==> src/hdl/fce_pkg.sv <==
// ----------------------------------------------------------------------------
// fce_pkg
// Shared widths, codes and types of the FIR convolution envelope block.
// ----------------------------------------------------------------------------
`timescale 1ns / 1ps
`default_nettype none

package fce_pkg;

  localparam int SAMPLE_W   = 16;
  localparam int COEF_W     = 18;
  localparam int PROD_W     = SAMPLE_W + COEF_W;
  localparam int IDX_W      = 5;
  localparam int TAPCFG_W   = 5;
  localparam int CFG_IDX_W  = 4;
  localparam int CFG_DATA_W = 8;

  // Result queue; it covers the pipeline latency for every supported tap count.
  localparam int FIFO_DEPTH = 16;
  localparam int FIFO_AW    = $clog2(FIFO_DEPTH);
  localparam int CREDIT_W   = $clog2(FIFO_DEPTH + 1);

  localparam logic [CFG_IDX_W-1:0] REG_ENVELOPE_MODE = CFG_IDX_W'(0);
  localparam logic [CFG_IDX_W-1:0] REG_ACTIVE_TAPS   = CFG_IDX_W'(1);

  localparam logic REQ_LOAD   = 1'b0;
  localparam logic REQ_SAMPLE = 1'b1;

  typedef logic signed [SAMPLE_W-1:0] sample_t;
  typedef logic signed [COEF_W-1:0]   coef_t;
  typedef logic signed [PROD_W-1:0]   prod_t;

  // Per-cycle command broadcast to every cell of the chain.
  typedef struct packed {
    logic shift;
    logic clear;
  } cell_ctl_t;

  // Tag that travels alongside the sum pipeline.
  typedef struct packed {
    logic valid;
    logic last;
  } tag_t;

  typedef struct packed {
    sample_t filtered;
    logic    clipped;
    logic    last_output;
  } rsp_t;

endpackage

`default_nettype wire

==> src/hdl/fce_fifo.sv <==
// ----------------------------------------------------------------------------
// fce_fifo
// Result queue between the free-running pipeline and the result channel.
// ----------------------------------------------------------------------------
`timescale 1ns / 1ps
`default_nettype none

module fce_fifo (
  input  logic          clk,
  input  logic          rst,
  input  logic          wr_en,
  input  fce_pkg::rsp_t wr_data,
  output logic          rd_valid,
  input  logic          rd_stall,
  output fce_pkg::rsp_t rd_data
);
  import fce_pkg::*;

  rsp_t               mem [FIFO_DEPTH];
  logic [FIFO_AW-1:0] wr_ptr;
  logic [FIFO_AW-1:0] rd_ptr;
  logic [FIFO_AW:0]   count;
  logic               rd_en;

  assign rd_valid = (count != '0);
  assign rd_en    = rd_valid && !rd_stall;
  assign rd_data  = mem[rd_ptr];

  always_ff @(posedge clk) begin
    if (wr_en) begin
      mem[wr_ptr] <= wr_data;
    end
  end

  always_ff @(posedge clk) begin
    if (rst) begin
      wr_ptr <= '0;
      rd_ptr <= '0;
      count  <= '0;
    end else begin
      if (wr_en) begin
        wr_ptr <= wr_ptr + 1'b1;
      end
      if (rd_en) begin
        rd_ptr <= rd_ptr + 1'b1;
      end
      count <= count + (FIFO_AW + 1)'(wr_en) - (FIFO_AW + 1)'(rd_en);
    end
  end

endmodule

`default_nettype wire

==> config.mk <==
export PLATFORM = sky130hd
export DESIGN_NAME = fce_fifo
export DESIGN_NICKNAME = d
export VERILOG_FILES = /design/src/hdl/fce_pkg.sv /design/src/hdl/fce_fifo.sv
export SDC_FILE = /design/constraint.sdc
export NUM_CORES = 1
export LEC_CHECK = 0
export ABC_AREA = 1
export BUFFER_PORTS_ARGS = -buffer_cell sky130_fd_sc_hd__buf_2
export CORE_ASPECT_RATIO = 1.5
export CORE_UTILIZATION = 50
export DETAILED_ROUTE_END_ITERATION = 10
export PLACE_DENSITY = 0.67
export SLEW_MARGIN = 20
export SYNTH_ARGS = -nofsm -noshare
export SYNTH_HDL_FRONTEND = slang
export SYNTH_SLANG_ARGS = --single-unit
==> constraint.sdc <==
create_clock -name clk -period 6.6 [get_ports clk]
set_input_delay 1.32 -clock clk [delete_from_list [all_inputs] [get_ports clk]]
set_output_delay 1.32 -clock clk [all_outputs]
set_load 0.05 [all_outputs]
Yosys cells after proc, flatten, opt, wreduce, memory -nomap -nowiden

Memory sizes are Yosys's and may differ from the RTL's. A register that Yosys moved wholly into a read port is not among the register bits.
Cells that the tools add are included.

Bits in writable memories: 288
Bits of input ports: 22
Bits in registers: 13
Memories kept: 1

Reductions and logical operators: 3
Add/subtract/negate cells: 4
Muxes and demuxes: 4

Memory list:

| name | depth | bits a word | read ports | clocked after Yosys merged registers in | wr ports | line           | source |
|---|---|---|---|---|---|---|---|
| mem  | 16    | 18          | 1          | 1                                       | 1        | fce_fifo.sv:19 | `rsp_t mem [FIFO_DEPTH];` |

Operator list:

| operator                                                      | count |
|---|---|
| 4-bit by 1-bit adder with 4-bit output, second input constant | 2 |
| 4-bit 2-to-1 mux                                              | 2 |
| 5-bit by 1-bit adder with 5-bit output                        | 1 |
| 5-bit nonzero test                                            | 1 |
| 5-bit by 1-bit subtractor with 5-bit output                   | 1 |
| 1-bit 2-to-1 mux                                              | 2 |
| 1-bit logical AND                                             | 1 |
| 1-bit logical NOT                                             | 1 |

Longest topological paths before layout

Depth in word-level cells: 4
Depth in mapped cells: 15
Gate-level depth less buffers: 15

Worst setup path after synthesis

Ideal clock, no wire load.

Path type: input -> register
Start point: input wr_en
End point: memory mem[11][0] (netlist bit), enable pin
Path slack: 3.671 ns
Stages on the path: 3
Arrival time: 2.536 ns
Library setup time: 0.392 ns
Cells stage by stage: clkbuf_1 > nand2_1 > nor2_1

Word-level cells in the longest chain between the ends: 2

Ends and longest elaborated chain:

| item                                   | line           | source |
|---|---|---|
| start, declared                        | fce_fifo.sv:11 | `input logic wr_en,` |
| 1-bit 2-to-1 mux                       | fce_fifo.sv:30 | `if (wr_en) begin` |
| 1-bit 2-to-1 mux (not written as such) | fce_fifo.sv:31 | `mem[wr_ptr] <= wr_data;` |
| end, declared                          | fce_fifo.sv:19 |  |

Every way passes these cells.

==> run_results.csv <==
group,metric,value,unit
placement,hpwl,15.39,mm
clocking,clock_latency,530,ps
power,p_sw,0.001488,W
synth,synth_area_leaders,"edfxtp_1, nand2_1, nand3_1",
synth,ys_seq_area_frac,0.6809,
floorplanning,die-area,0.02707,mm²
placement,place_ws,2736,ps
drt,dr_wl_met2,14.23,mm
floorplanning,start_util,0.5105,
sta,period_minus_slack,4415,ps
synth,yosys_register_bits,305,
synth,synth_top_area_cell,"edfxtp_1",
floorplanning,rows,72,
drt,routedWlPerCell,17.02,µm
layout,nFillCells,2105,
setup_path,critPathRequiredTime,5280,ps
setup_path,critical_path.startpoint_type,"flop",
synth,netlist.area_leader.share,0.6552,
sta,rsz0062_at_grt,"no",
synth,async_flop_share,0,
setup_path,path_class,"flop to output port",
drt,top_layer_used,"met4",
synth,synthTopCellsByCount,"nand2_1, edfxtp_1, inv_1, nand3_1, nor2_1",
synth,synth-edff-count,288,
grt,antenna_found_initial,1,
drt,dr.pass1.iters,5,
floorplanning,die_h,201,µm
placement,globalplace.congestion,0.7313,
grt,grt_max_degree,145,
clocking,cts_buffer_depth,3,
layout,area.growth.synth_to_final,10.30,%
layout,final_layout_size_suffix_gt1_frac,0.08832,
synth,syn_area,0.01320,mm²
drt,via_per_inst,5.104,
sta,setup_viol,0,
power,pwr-share-comb,0.223,
power,powerDensity,329.0,mW/mm²
sta,max_slew_margin,0.3382,
synth,yosysMostFrequentCell,"nand2_1",
drt,m1WireLength,11.99,mm
sta,setup_slack,2185,ps
floorplanning,coreArea,0.02585,mm²
power,switching_share,0.3105,
drt,detail-route-antenna-nets,0,
sta,fmax,226.5,MHz
sta,fin_skew,6.082,ps
floorplanning,fp.dieW,134.7,µm
sta,fin_setup_tns,0,ps
hold_path,hp-class,"flop to flop",
sta,tightest_slew,992.7,ps
clocking,cts_root_buf,"clkbuf_16",
placement,io_buffers,40,
outcome,status,"finished, final reports clean",
setup_path,rr_worst_depth,15,
clocking,clk_pin_slew_worst_paths,60,ps
setup_path,worstPathMaxFanout,85,
synth,synth_cell_types,22,
synth,yosysWarnings,0,
synth,syn_nets,1317,
drt,drcViolationCount,0,
clocking,postCtsSetupBuffers,0,
grt,first_global_vias,8249,
grt,overflow,0,
synth,ys.flop_type,"edfxtp_1",
synth,avgSynthCellArea,10.29,µm²
grt,grt_pass1_wl,44.38,mm
sta,hold_violations,0,
synth,synth_cells,1283,
setup_path,crit_path_end_kind,"output port",
hold_path,whs_path_depth,2,
power,p_int,0.003303,W
grt,grtUsageTotal,0.2169,
sta,drv_slew,0,
drt,routed_wl,28.42,mm
clocking,ctsHoldBuffers,0,
layout,final_core_util,0.5632,
clocking,cts_sinks,305,
power,power_frac_clock,0.316,
power,p_seq_frac,0.461,
clocking,tritoncts,"done",
drt,drt-initial-drc-count,647,
power,peakVddDrop,0.0002751,V
flow_run,max-cap-violations,0,
sta,fin_crit_sh,0.6689,
clocking,cts_buffers,28,
clocking,htreeDepth,1,
clocking,cts_resized,0,
setup_path,cp.arrival,3100,ps
drt,met3_length,1.435,mm
layout,final_nets,1348,
floorplanning,io_pins,41,
power,leakage,6.230,nW
drt,vias,8523,
[routing by layer]
| layer | track usage | vias up |
|---|---|---|
| met3 | 0.03081 | 58 |
| met2 | 0.3715 | 209 |
| met5 | 0 | - |
| met1 | 0.2806 | 4075 |
| li1 | - | 4181 |
| met4 | 0.07464 | 0 |
[per-stage QoR]
step,instances,power (W),hold WS [ps],area (µm²)
3_5_place_dp,1617,0.003327,498.8,13690
2_1_floorplan,1283,0.003091,471.2,13200
6_report,1670,0.004790,511.7,14560
4_1_cts,1669,0.004823,512.0,14560
3_3_place_gp,1617,0.003310,486.0,13690
5_1_grt,1669,0.005006,545.7,14560
[sequential cells by signal, indices dropped and copies added, names as in the netlist, named ones only]
signal,cells
rd_ptr,4
mem,288
count,5
wr_ptr,4
[cell usage in the layout (no fill, tap or decap), types with 9 or more instances in the layout]
master       n
nor2_2      13
nand2_1    401
buf_4       19
dfxtp_1     14
nand3_1    218
ha_1        11
clkbuf_1     9
clkbuf_16   29
edfxtp_1   288
inv_1      233
nor2_1      20
buf_2       40
[power groups by stage]
| stage | Sequential, W | Combinational [W] | Clock [W] |
|---|---|---|---|
| after global placement | 0.00225 | 0.00106 | 0 |
| final | 0.00221 | 0.00107 | 0.00151 |
| after detailed placement | 0.00225 | 0.00108 | 0 |
| after global routing | 0.00222 | 0.00119 | 0.00160 |
| after CTS | 0.00221 | 0.00108 | 0.00153 |
| after floorplan | 0.00221 | 0.000878 | 0 |
[worst paths after layout]
path                                 from         end  slack (ps)
worst max-delay path                 flop  rd_data[6]        2180
worst min-delay path            rd_ptr[3]   rd_ptr[3]         510
worst max register to register   count[3]    count[4]        4180
worst min register to register  rd_ptr[3]   rd_ptr[3]         510
[logic make-up (layout without fill, tap and decap cells)]
kind of cell,count (synthesis),after routing,synth area share
other,0,1,0
XOR/XNOR,3,3,0.001991
AO/OA/AOI/OAI,11,11,0.004360
adder cells (fa/ha/maj),12,12,0.01194
flip-flops,305,305,0.6809
AND/OR/NAND/NOR,657,657,0.2079
buffers and inverters,295,348,0.09289
[critical path, cell delays in order, from the launching register on]
cell and delay (ps):
dfxtp_4 810, buf_4 810, nand2_1 130, nand2_1 110, nand2_1 60, nand3_1 100, nand3_1 70, nand2_1 100
buf_2 270
[layout make-up]
class	count	area (µm²)	area share
Sequential cell	305	8995	0.6178
Antenna cell	1	2.502	0.0001719
Inverter	237	898.4	0.06170
Clock buffer	42	814.5	0.05594
Timing Repair Buffer	59	342.8	0.02355
Tap cell	333	416.7	0.02862
Multi-Input combinational cell	683	3040	0.2088
Clock inverter	10	50.05	0.003437
Power figures use the tool's default switching activity.
