**config.mk**
```make
export PLATFORM = sky130hd
export DESIGN_NAME = fce_adder_tree
export DESIGN_NICKNAME = d
export VERILOG_FILES = /design/src/hdl/fce_pkg.sv /design/src/hdl/fce_adder_tree.sv
export SDC_FILE = /design/constraint.sdc
export NUM_CORES = 2
export LEC_CHECK = 0
export ABC_AREA = 0
export BUFFER_PORTS_ARGS = -buffer_cell sky130_fd_sc_hd__buf_2
export CAP_MARGIN = 25
export CORE_AREA = 2 2 427 429
export CTS_CLUSTER_DIAMETER = 80
export DETAILED_ROUTE_END_ITERATION = 10
export DIE_AREA = 0 0 429 431
export MAX_ROUTING_LAYER = met4
export PLACE_DENSITY = 0.59
export SLEW_MARGIN = 15
export SYNTH_ARGS = -nofsm -noshare
export SYNTH_HDL_FRONTEND = slang
export SYNTH_SLANG_ARGS = --single-unit
```
**constraint.sdc**
```tcl
create_clock -name clk -period 9.5 [get_ports clk]
set_input_delay 1.425 -clock clk [delete_from_list [all_inputs] [get_ports clk]]
set_output_delay 1.425 -clock clk [all_outputs]
set_load 0.1 [all_outputs]
```
**src/hdl/fce_pkg.sv**
```systemverilog
// ----------------------------------------------------------------------------
// fce_pkg
// Shared widths, codes and types of the FIR convolution envelope block.
// ----------------------------------------------------------------------------
`timescale 1ns / 1ps
`default_nettype none

package fce_pkg;

  localparam int SAMPLE_W   = 16;
  localparam int COEF_W     = 18;
  localparam int PROD_W     = SAMPLE_W + COEF_W;
  localparam int IDX_W      = 5;
  localparam int TAPCFG_W   = 5;
  localparam int CFG_IDX_W  = 4;
  localparam int CFG_DATA_W = 8;

  // Result queue; it covers the pipeline latency for every supported tap count.
  localparam int FIFO_DEPTH = 16;
  localparam int FIFO_AW    = $clog2(FIFO_DEPTH);
  localparam int CREDIT_W   = $clog2(FIFO_DEPTH + 1);

  localparam logic [CFG_IDX_W-1:0] REG_ENVELOPE_MODE = CFG_IDX_W'(0);
  localparam logic [CFG_IDX_W-1:0] REG_ACTIVE_TAPS   = CFG_IDX_W'(1);

  localparam logic REQ_LOAD   = 1'b0;
  localparam logic REQ_SAMPLE = 1'b1;

  typedef logic signed [SAMPLE_W-1:0] sample_t;
  typedef logic signed [COEF_W-1:0]   coef_t;
  typedef logic signed [PROD_W-1:0]   prod_t;

  // Per-cycle command broadcast to every cell of the chain.
  typedef struct packed {
    logic shift;
    logic clear;
  } cell_ctl_t;

  // Tag that travels alongside the sum pipeline.
  typedef struct packed {
    logic valid;
    logic last;
  } tag_t;

  typedef struct packed {
    sample_t filtered;
    logic    clipped;
    logic    last_output;
  } rsp_t;

endpackage

`default_nettype wire

```
**src/hdl/fce_adder_tree.sv**
```systemverilog
// ----------------------------------------------------------------------------
// fce_adder_tree
// Registered binary tree that sums the products of all cells.
// ----------------------------------------------------------------------------
`timescale 1ns / 1ps
`default_nettype none

module fce_adder_tree #(
  parameter int N  = 31,
  parameter int SW = fce_pkg::PROD_W + $clog2(N)
) (
  input  logic                 clk,
  input  fce_pkg::prod_t       prod [N],
  output logic signed [SW-1:0] sum
);
  import fce_pkg::*;

  localparam int LV    = $clog2(N);
  localparam int P     = 1 << LV;
  localparam int NODES = 2 * P - 1;

  // Heap order: node j has children 2j+1 and 2j+2, leaves sit at the bottom.
  logic signed [SW-1:0] node [NODES];

  for (genvar j = 0; j < NODES; j++) begin : g_node
    if (j >= P - 1) begin : g_leaf
      if (j - (P - 1) < N) begin : g_used
        assign node[j] = SW'(prod[j - (P - 1)]);
      end else begin : g_pad
        assign node[j] = '0;
      end
    end else begin : g_add
      always_ff @(posedge clk) begin
        node[j] <= node[2 * j + 1] + node[2 * j + 2];
      end
    end
  end

  assign sum = node[0];

endmodule

`default_nettype wire

```
Yosys cells after proc, flatten, opt, wreduce, memory -nomap -nowiden
Cells that the tools add are included.
- flip-flop bits (word level): 1144
- input bits: 1055
- output and inout bits: 39
- logic and storage cells: 61
- add/subtract/negate cells: 30
- operators with widths (operator ; number):
    adder 34 x 34 -> 35 bit ; 15
    adder 39 bit ; 7
    adder 35 x 35 -> 36 bit ; 7
    adder 35 x 34 -> 36 bit ; 1

Depth between registers and ports, before layout
- depth in word-level cells: 1
- mapped depth: 13
- depth with buffers taken out: 13

Worst setup path before layout
No wires, ideal clock.
- path type: input to register
- start point: input prod[714] in the netlist's numbering
- end point: register node[1705] in the netlist's numbering
- setup time: 124 ps
- arrival: 3885 ps
- data required time: 9376 ps
- path slack: 5491 ps
- stages: 12
- path buffers: 0
- path through: ha_1 -> inv_1 -> fa_1 -> nor2b_1 -> o21ai_0 -> a21boi_0 -> o21ai_0 -> o21ai_0 -> a21oi_1 -> o31ai_1 -> a21oi_1 -> xnor2_1
- cells in the longest elaborated chain, start to end: 1
- ends and longest elaborated chain (element ; line ; RTL):
    start, declared ; fce_adder_tree.sv:13 ; input fce_pkg::prod_t prod [N],
    adder 34 x 34 -> 35 bit ; fce_adder_tree.sv:34 ; node[j] <= node[2 * j + 1] + node[2 * j + 2];
    end signal, assigned by index ; fce_adder_tree.sv:34 ;
    end, declared ; fce_adder_tree.sv:23 ; logic signed [SW-1:0] node [NODES];
No other way between the ends.

Final worst setup path
- start point: input prod[510] in the netlist's numbering
- end point: register node[1592] in the netlist's numbering
The elaborated chain is that of the path after synthesis.

==> impl_metrics.csv <==
group,metric,value,unit
power,powerDensity,349,mW/mm^2
clock_network,numCtsBuffers,134,
timing,setup_tns,0,ns
routing,dr.pass1.iters,6,
clock_network,htreeDepth,4,
die,fp.dieH,431,um
clock_network,cts_tree,"built",
timing,setup_violations,0,
critical_path,reg2reg_depth,12,
yosys,yosysSeqAreaShare,0.295,
critical_path,cp.required,10.16,ns
clock_network,cts_max_path_buffers,3,
clock_network,cts.sinks,1120,
die,fp.dieW,429,um
placed_design,portBuffers,1093,
yosys,syn_area_per_cell,8.68,um^2
routing,drtAntennaViolNets,0,
timing,max_freq,229,MHz
global_route,grt_pass1_wl,377000,um
worst_hold_path,hold_depth,1,
critical_path,r2r_slack,5.85,ns
yosys,synth_cell_types,91,
global_route,grt_max_degree,17,
placed_design,pre_cts_ws,4.39,ns
timing,rsz0062_at_grt,"false",
final_layout,syn2layout_area_growth,16.0,%
critical_path,critPathMaxStageDelay,0.81,ns
yosys,async_flop_share,0,
critical_path,worstSetupPathType,"in2reg",
global_route,use_met1,0.337,
clock_network,worstSkewPairLatency,0.78,ns
clock_network,ctsResizeCount,0,
yosys,synth_xor_area_frac,0.106,
clock_network,root_buffer,"clkbuf_16",
placed_design,placed_cells,12000,
critical_path,arrival,5.02,ns
yosys,ys_seq_elements,1120,
final_layout,layout_common_cells,"dfxtp_1 (1,120), buf_2 (1,093), ha_1 (1,048)",
yosys,synth_enable_flop_cells,0,
final_layout,stdcell_area,0.0882,mm^2
clock_network,postCtsHoldBufs,0,
final_layout,nFillCells,17600,
critical_path,r2r_start,"node[1677]$_DFF_P_",
global_route,grt_pass1_vias,66100,
global_route,grt_usage,0.265,
worst_hold_path,hold_class,"reg2reg",
die,initial_core_util,0.422,
critical_path,crit_slowest_cell,"o41ai_1",
final_layout,multi_input_area,0.0513,mm^2
critical_path,r2r_end,"node[2101]$_DFF_P_",
worst_hold_path,worstHoldEndpoint,"node[1950]$_DFF_P_",
timing,period_minus_slack,4.36,ns
critical_path,crit_path_max_fanout,3,
placed_design,finalWeightedCongestion,1.08,
global_route,grt_use_met2,0.445,
routing,vias,67600,
clock_network,cts.clk_slew.worst_paths,0.06,ns
yosys,synth_top_area_frac,0.295,
yosys,synth_warnings,0,
yosys,yosysTopAreaCell,"dfxtp_1",
global_route,antenna_found_initial,26,
die,coreArea,0.180,mm^2
timing,clock-skew-final,0.0368,ns
die,io_pins,1094,
yosys,synthAdderAreaFrac,0.180,
global_route,gr-total-overflow,0,
critical_path,cp-end-kind,"register",
yosys,synth_top_family_by_area,"compound AO/OA/AOI/OAI gates",
final_layout,final_cells,12200,
yosys,syn_area,0.0760,mm^2
timing,hold_viol,0,
final_layout,final_common_cell,"dfxtp_1",
yosys,synthesis.instances,8760,
global_route,use_met3,0.0314,
routing,via_per_inst,5.52,
routing,routed_wl,248000,um
critical_path,worst-path-buf-inv,2,
yosys,synth-compound-area-share,0.257,
yosys,synth.area.top_cells,"dfxtp_1 (29%), ha_1 (17%), xnor2_1 (6.8%)",
placed_design,dp_hpwl,209000,um
placed_design,place_area,0.0834,mm^2
yosys,yosys.area_share.simple,0.131,
final_layout,finalNetCount,11900,
timing,finalWorstSetupSlack,5.14,ns
clock_network,cts_setup_buffers,0,
timing,finalCritPeriodShare,0.459,
final_layout,drive_above_1_share,0.142,
yosys,synth_nets,10900,
timing,worst_slew_pin_slew,0.981,ns
timing,slew_violations,0,
routing,first_iter_violations,4016,
outcome,outcome,"completed",
power,fin_total_pwr,30.8,mW
worst_hold_path,holdCritStartpoint,"node[1443]$_DFF_P_",
timing,relSlewSlack,0.338,
yosys,synth_mux_area_frac,0.000263,
power,leakage,41.8,nW
die,die_area,0.185,mm^2
critical_path,critPathLaunchType,"input port",
global_route,grt.busiest_layer,"met2",
routing,drc_errors,0,
critical_path,crit_family,"compound AO/OA/AOI/OAI gates",
critical_path,crit_chain,"buf_2, ha_1, inv_1, fa_1, nor2b_1, o21ai_0, a21oi_1, o2111ai_1, a31oi_1, o41ai_1, o31ai_1, a41oi_1, o21bai_1, xor2_1",
routing,post_drt_wl_per_cell,20.3,um
die,rows,156,
flow_run,cap_violations,0,
final_layout,seq_area,0.0224,mm^2
power,vdd_drop_max,249,uV
yosys,synth_ff_type,"dfxtp_1",
-- cell usage after synthesis, types with 188 or more instances --
cell	number
o21ai_0	518
nand3_1	188
a21o_1	607
xor2_1	329
inv_1	315
dfxtp_1	1120
nor2_1	525
ha_1	1048
xnor2_1	592
clkbuf_1	202
a21oi_1	958
nand2_1	496
-- stage by stage --
step / hold slack (ns) / utilization
6_report: 0.447 / 0.490
5_1_grt: 0.477 / 0.490
4_1_cts: 0.457 / 0.489
3_5_place_dp: 0.432 / 0.463
3_3_place_gp: 0.431 / 0.463
2_1_floorplan: 0.420 / -
-- cell type report --
class,count,area share
Antenna cell,22,0.000624
Multi-Input combinational cell,7075,0.582
Clock inverter,69,0.0120
Clock buffer,174,0.0422
Inverter,315,0.0134
Sequential cell,1120,0.254
Tap cell,2370,0.0336
Timing Repair Buffer,1093,0.0620
-- power breakdown --
group	internal, mW	switching (mW)
sequential	6.73	0.950
combinational	7.00	10.7
clock	3.24	2.17
-- sequential cells by signal, summed over array words and instances, names as in the netlist --
register and count:
sum 39, node 1081
-- worst max-delay path by stage --
stage	slack [ns]	start	depth (start not counted)	to
after floorplan	5.49	prod[714]	12	node[1705]$_DFF_P_
after global placement	4.45	prod[510]	14	node[1592]$_DFF_P_
after detailed placement	4.39	prod[510]	14	node[1592]$_DFF_P_
final	5.14	prod[510]	14	node[1592]$_DFF_P_
after global routing	5.02	prod[510]	14	node[1592]$_DFF_P_
after CTS	5.20	prod[510]	14	node[1592]$_DFF_P_
-- logic make-up (layout without fill, tap and decap cells) --
family / Yosys count / count (layout)
fa+ha+maj: 1078 / 1078
compound gates: 3042 / 3042
simple gates: 2032 / 2032
flops: 1120 / 1120
buf+inv: 565 / 1651
mux: 2 / 2
xor+xnor: 921 / 921
other cells: 0 / 22
-- worst reg2reg max path, stage by stage (launching register included) --
cell and delay [ns]:
dfxtp_1 0.31, ha_1 0.21, fa_1 0.42, a21o_1 0.20, a221o_1 0.36, o21ba_2 0.26
a221o_1 0.41, a221oi_2 0.38, o31ai_1 0.21, a21oi_1 0.17, o21bai_1 0.08, a21oi_1 0.18
xnor2_1 0.32
-- per-layer routing --
metal | vias to the layer above | share of wire
met5 | - | 0
met4 | 0 | 0.026
met3 | 273 | 0.042
met2 | 1746 | 0.48
met1 | 31600 | 0.46
li1 | 34000 | -
Power figures use the tool's default switching activity.
