<file path="config.mk">
export PLATFORM = sky130hd
export DESIGN_NAME = fce_cell
export DESIGN_NICKNAME = d
export VERILOG_FILES = /design/src/hdl/fce_pkg.sv /design/src/hdl/fce_cell.sv
export SDC_FILE = /design/constraint.sdc
export NUM_CORES = 1
export LEC_CHECK = 0
export ABC_AREA = 1
export BUFFER_PORTS_ARGS = -buffer_cell sky130_fd_sc_hd__buf_2
export CORE_UTILIZATION = 36
export CTS_CLUSTER_SIZE = 40
export DETAILED_ROUTE_END_ITERATION = 12
export SETUP_SLACK_MARGIN = 0.2
export SYNTH_ARGS = -nofsm -noshare
export SYNTH_HDL_FRONTEND = slang
export SYNTH_SLANG_ARGS = --single-unit
</file>
<file path="constraint.sdc">
create_clock -name clk -period 17 [get_ports clk]
set_input_delay 5.1 -clock clk [delete_from_list [all_inputs] [get_ports clk]]
set_output_delay 5.1 -clock clk [all_outputs]
set_load 0.02 [all_outputs]
</file>
<file path="src/hdl/fce_pkg.sv">
// ----------------------------------------------------------------------------
// fce_pkg
// Shared widths, codes and types of the FIR convolution envelope block.
// ----------------------------------------------------------------------------
`timescale 1ns / 1ps
`default_nettype none

package fce_pkg;

  localparam int SAMPLE_W   = 16;
  localparam int COEF_W     = 18;
  localparam int PROD_W     = SAMPLE_W + COEF_W;
  localparam int IDX_W      = 5;
  localparam int TAPCFG_W   = 5;
  localparam int CFG_IDX_W  = 4;
  localparam int CFG_DATA_W = 8;

  // Result queue; it covers the pipeline latency for every supported tap count.
  localparam int FIFO_DEPTH = 16;
  localparam int FIFO_AW    = $clog2(FIFO_DEPTH);
  localparam int CREDIT_W   = $clog2(FIFO_DEPTH + 1);

  localparam logic [CFG_IDX_W-1:0] REG_ENVELOPE_MODE = CFG_IDX_W'(0);
  localparam logic [CFG_IDX_W-1:0] REG_ACTIVE_TAPS   = CFG_IDX_W'(1);

  localparam logic REQ_LOAD   = 1'b0;
  localparam logic REQ_SAMPLE = 1'b1;

  typedef logic signed [SAMPLE_W-1:0] sample_t;
  typedef logic signed [COEF_W-1:0]   coef_t;
  typedef logic signed [PROD_W-1:0]   prod_t;

  // Per-cycle command broadcast to every cell of the chain.
  typedef struct packed {
    logic shift;
    logic clear;
  } cell_ctl_t;

  // Tag that travels alongside the sum pipeline.
  typedef struct packed {
    logic valid;
    logic last;
  } tag_t;

  typedef struct packed {
    sample_t filtered;
    logic    clipped;
    logic    last_output;
  } rsp_t;

endpackage

`default_nettype wire

</file>
<file path="src/hdl/fce_cell.sv">
// ----------------------------------------------------------------------------
// fce_cell
// One tap of the FIR chain: delay register, coefficient and registered product.
// ----------------------------------------------------------------------------
`timescale 1ns / 1ps
`default_nettype none

module fce_cell (
  input  logic               clk,
  input  logic               rst,
  input  fce_pkg::cell_ctl_t ctl,
  input  fce_pkg::sample_t   tap_in,
  input  logic               coef_we,
  input  fce_pkg::coef_t     coef_in,
  input  logic               active,
  output fce_pkg::sample_t   tap,
  output fce_pkg::prod_t     prod
);
  import fce_pkg::*;

  coef_t   coef;
  sample_t tap_mul;
  sample_t tap_next;

  // The product always sees the shifted value, even when the line is cleared.
  assign tap_mul  = ctl.shift ? tap_in : tap;
  assign tap_next = ctl.clear ? '0 : tap_mul;

  always_ff @(posedge clk) begin
    if (rst) begin
      tap  <= '0;
      coef <= '0;
    end else begin
      tap <= tap_next;
      if (coef_we) begin
        coef <= coef_in;
      end
    end
  end

  // Both arms are signed so that the multiply keeps its signed operands.
  always_ff @(posedge clk) begin
    prod <= active ? (tap_mul * coef) : prod_t'(0);
  end

endmodule

`default_nettype wire

</file>
# After elaboration in Yosys (flattened, before gate mapping)
# Index checks and enable logic that the tools add are counted.
dict set report op_classes {
  reduce_logical 1
  muxes 1
  n_mul 1
}
# operator n
set ops {}
lappend ops {{$mul 16x18->34} 1}
lappend ops {{$mux 16} 1}
lappend ops {{$reduce_or 2->1} 1}
dict set report word_totals {
  reg_bits 68
  input_bits 40
}

# Logic depth before layout (Yosys ltp)
dict set report depth {
  depth_word 2
  depth_mapped 32
}

# Worst setup path after synthesis
# OpenSTA, ideal clock, no wires.
dict set report synth_path {
  path_kind {input to register}
  startpoint {input port ctl[1] (netlist name)}
  endpoint {register prod[33]}
  path_stages 23
  arrival_time_ns 10.430
  setup_ns 0.113
  setup_slack_ns 6.457
  n_path_buf 1
  cell_sequence {buf_4 or2_2 nand2_4 nor2_1 fa_1 fa_1 inv_1 fa_1 inv_1 fa_1 fa_1 inv_1 fa_1 inv_1 ha_1 nand2_2 nor2_1 and2_1 and2_1 a21oi_1 nand2_1 nand2_1 nor2_1}
}
dict set report synth_between {
  elab_chain_cells 2
}
# element line_no
set synth_lines {}
lappend synth_lines {{start: declaration} fce_cell.sv:11} ;# input fce_pkg::cell_ctl_t ctl,
lappend synth_lines {{$mux 16} fce_cell.sv:26} ;# assign tap_mul = ctl.shift ? tap_in : tap;
lappend synth_lines {{$mul 16x18->34} fce_cell.sv:43} ;# prod <= active ? (tap_mul * coef) : prod_t'(0);
lappend synth_lines {{end signal: assignment} fce_cell.sv:43}
lappend synth_lines {{end: declaration} fce_cell.sv:17} ;# output fce_pkg::prod_t prod
# Every way passes these cells.
# A chain may end at the register's enable or synchronous reset.

# Worst setup path in the final report
dict set report layout_path {
  startpoint {input port ctl[1] (netlist name)}
  endpoint {register prod[32]}
}
# The elaborated chain is that of the path after synthesis.

==> reports/metrics.csv <==
stage,metric,value,unit
grt,grt.total_usage,21.6,%
die,dieWidth,197,um
setup_path,cp_max_fo,17,
setup_path,critPathSlowestCell,fa_1,
logic_synthesis,synth_cell_types,40,
logic_synthesis,yosysSeqAreaShare,9.99,%
worst_hold_path,min_to,tap[2],
finish,diodes,0,
grt,overflow,0,
logic_synthesis,synth_seq_cells,68,
setup_path,arrival,11.49,ns
routing,drt_first_iter_violations,625,
die,die_area,38600,um2
logic_synthesis,yosys-top-cells-count,"inv_1 (432), nand2_1 (332), fa_1 (290)",
logic_synthesis,yosys-top-cells-area,"fa_1 (43%), inv_1 (12%), dfxtp_1 (10%)",
logic_synthesis,synthesis.area,13600,um2
clock_network,cts_made_buffers,9,
setup_path,cpMostUsedCell,fa_1,
setup_path,critPathTopFamily,adder cells,
clock_network,clk_path_buf_depth,2,
clock_network,cts_tree,done,
finish,layout.nets,2186,
timing,finalMaxSlewViolations,0,
worst_hold_path,hp-start,tap[2],
timing,setup_viol,0,
routing,firstDrtPassIters,6,
setup_path,timing.rr.end,prod[32],
worst_hold_path,hold_depth,3,
die,core,37000,um2
grt,grt_pass1_vias,12000,
routing,wire_per_inst,16.8,um
flow_run,maxCapViolCount,0,
clock_network,cts-resized-gates,0,
logic_synthesis,synth_top_area_share,42.6,%
routing,vias_per_cell,4.72,
die,start_util,36.9,%
routing,ant_nets,0,
finish,multi_input_area,10300,um2
timing,relSlewSlack,40.3,%
timing,skew,0.00987,ns
place,io_buffers,89,
routing,routed-via-count,10800,
place,hpwl,32700,um
clock_network,cts_max_level,3,
clock_network,clkLatencyLatePin,0.36,ns
place,gp_congestion,0.945,
setup_path,end_kind,register,
logic_synthesis,avgSynthCellArea,7.96,um2
die,io_pins,90,
run_status,status,"complete, no violations",
routing,drcViolationCount,0,
power,p_leak,7.89,nW
logic_synthesis,synth-edff-count,0,
place,place_inst,2263,
timing,finalCriticalPeriod,11.22,ns
setup_path,criticalPathCategory,in -> reg,
clock_network,clk_pin_slew,0.06,ns
grt,grt_pass1_wl,63100,um
grt,grt_max_degree,37,
worst_hold_path,hold_path_class,reg -> reg,
setup_path,path_buf_inv,6,
finish,regArea,1360,um2
power,power-per-cell-area,181,nW/um2
timing,hold_viol,0,
timing,period_share,66.0,%
grt,antenna_found_initial,0,
timing,rsz0062_at_grt,false,
power,ir_worst_vdd,131,uV
setup_path,start_kind,primary input,
die,die_h,197,um
timing,tns,0,ns
die,placementRows,70,
clock_network,cts.sinks,68,
setup_path,r2r_slack,10.44,ns
timing,fmax,89.1,MHz
finish,syn_to_final_growth,8.69,%
clock_network,cts_hold_buffers,0,
finish,drive_above_1_share,10.2,%
setup_path,worstPathRequired,17.27,ns
clock_network,post-cts-setup-buffer-count,0,
logic_synthesis,syn-num-nets,2128,
logic_synthesis,synth_cells,1712,
routing,wl,38300,um
logic_synthesis,ys_warn_count,0,
setup_path,crit_path_cell_trace,buf_2 -> inv_2 -> or2_2 -> nand2_4 -> nor2_1 -> fa_1 -> fa_1 -> inv_1 -> fa_1 -> inv_1 -> fa_1 -> fa_1 -> inv_1 -> fa_1 -> inv_1 -> ha_1 -> nand2_2 -> nor2_1 -> nand2_1 -> nor3_2 -> nand2_2 -> nand2_1 -> nand2_1 -> a21oi_1,
timing,worst_pin_slew,0.890,ns
finish,fillers,3859,
finish,stdcell_count,2279,
setup_path,r2r_start,coef[17],
setup_path,critPathMaxStageDelay,0.84,ns
setup_path,reg2reg_depth,21,
logic_synthesis,ys_async_sr_fraction,0,%
logic_synthesis,ys.flop_type,dfxtp_1,
logic_synthesis,yosysTopAreaCell,fa_1,
logic_synthesis,synth.most_common_cell,inv_1,
clock_network,cts_root_buffer,clkbuf_16,
-- stage by stage --
| step | instance area (um2) | utilization, % | total power (W) | setup WS [ns] | hold slack, ns |
|---|---|---|---|---|---|
| 2_1_floorplan | 13600 | - | 0.00190 | 6.46 | 0.514 |
| 3_3_place_gp | 14500 | 39.2 | 0.00250 | 5.45 | 0.674 |
| 3_5_place_dp | 14500 | 39.2 | 0.00250 | 5.36 | 0.683 |
| 4_1_cts | 14800 | 40.1 | 0.00273 | 5.71 | 0.696 |
| 5_1_grt | 14800 | 40.1 | 0.00304 | 5.27 | 0.723 |
| 6_report | 14800 | 40.1 | 0.00268 | 5.78 | 0.696 |
-- power breakdown --
group,switching [W],internal (W)
clock network,0.0000777,0.000132
logic,0.00145,0.000789
registers,0.0000235,0.000203
total,0.00155,0.00112
-- registers in the layout (all words and copies together), names as in the netlist --
signal  cells
tap        16
coef       18
prod       34
-- placed cells by master (no fill, tap or decap), drive strengths merged, types with 3 or more instances in the layout --
cell and n:
a211oi 18, a21oi 45, and2 5, buf 92
clkbuf 10, clkinv 8, dfxtp 68, fa 290
ha 86, inv 444, nand2 355, nand3 28
nand4 5, nor2 244, nor3 10, o21a 7
o21ai 14, o21bai 9, or2 26, xnor2 3
-- worst reg2reg max path, cell delays in order, from the launching register on --
cell and delay, ns:
dfxtp_1 0.49, inv_1 0.40, nor2_1 0.41, fa_1 0.62, fa_1 0.84, inv_1 0.15
fa_1 0.51, inv_1 0.06, fa_1 0.49, fa_1 0.50, inv_1 0.05, fa_1 0.47
inv_1 0.04, ha_1 0.39, nand2_2 0.13, nor2_1 0.22, nand2_1 0.17, nor3_2 0.16
nand2_2 0.10, nand2_1 0.07, nand2_1 0.04, a21oi_1 0.15
-- layout make-up --
type | count | area share [%]
Clock buffer | 10 | 1.61
Clock inverter | 6 | 0.592
Inverter | 448 | 11.4
Multi-Input combinational cell | 1151 | 69.8
Sequential cell | 68 | 9.19
Tap cell | 504 | 4.26
Timing Repair Buffer | 92 | 3.16
-- worst max path at each step --
stage | from | to | cells after the start
6_report | ctl[1] | prod[32] | 24
5_1_grt | ctl[1] | prod[32] | 26
4_1_cts | ctl[1] | prod[32] | 24
3_5_place_dp | ctl[1] | prod[32] | 24
3_3_place_gp | ctl[1] | prod[32] | 24
2_1_floorplan | ctl[1] | prod[33] | 23
-- cell families (layout without fill, tap and decap cells) --
kind of cell,Yosys count,in the layout,share of synthesized area (%)
flops,68,68,9.99
mux,1,1,0.165
buf+inv,493,556,14.1
fa+ha+maj,376,376,50.5
simple gates,676,676,20.7
compound gates,94,94,4.29
xor+xnor,4,4,0.257
-- layer usage --
| metal | track usage, % | vias to the layer above | share of wire (%) |
|---|---|---|---|
| met5 | 0 | - | 0 |
| met4 | 10.1 | 0 | 4.3 |
| met3 | 3.97 | 86 | 6.3 |
| met2 | 37.8 | 341 | 49 |
| met1 | 25.5 | 5300 | 40 |
| li1 | - | 5040 | - |
Note: power is estimated with default switching activity, not from simulation.
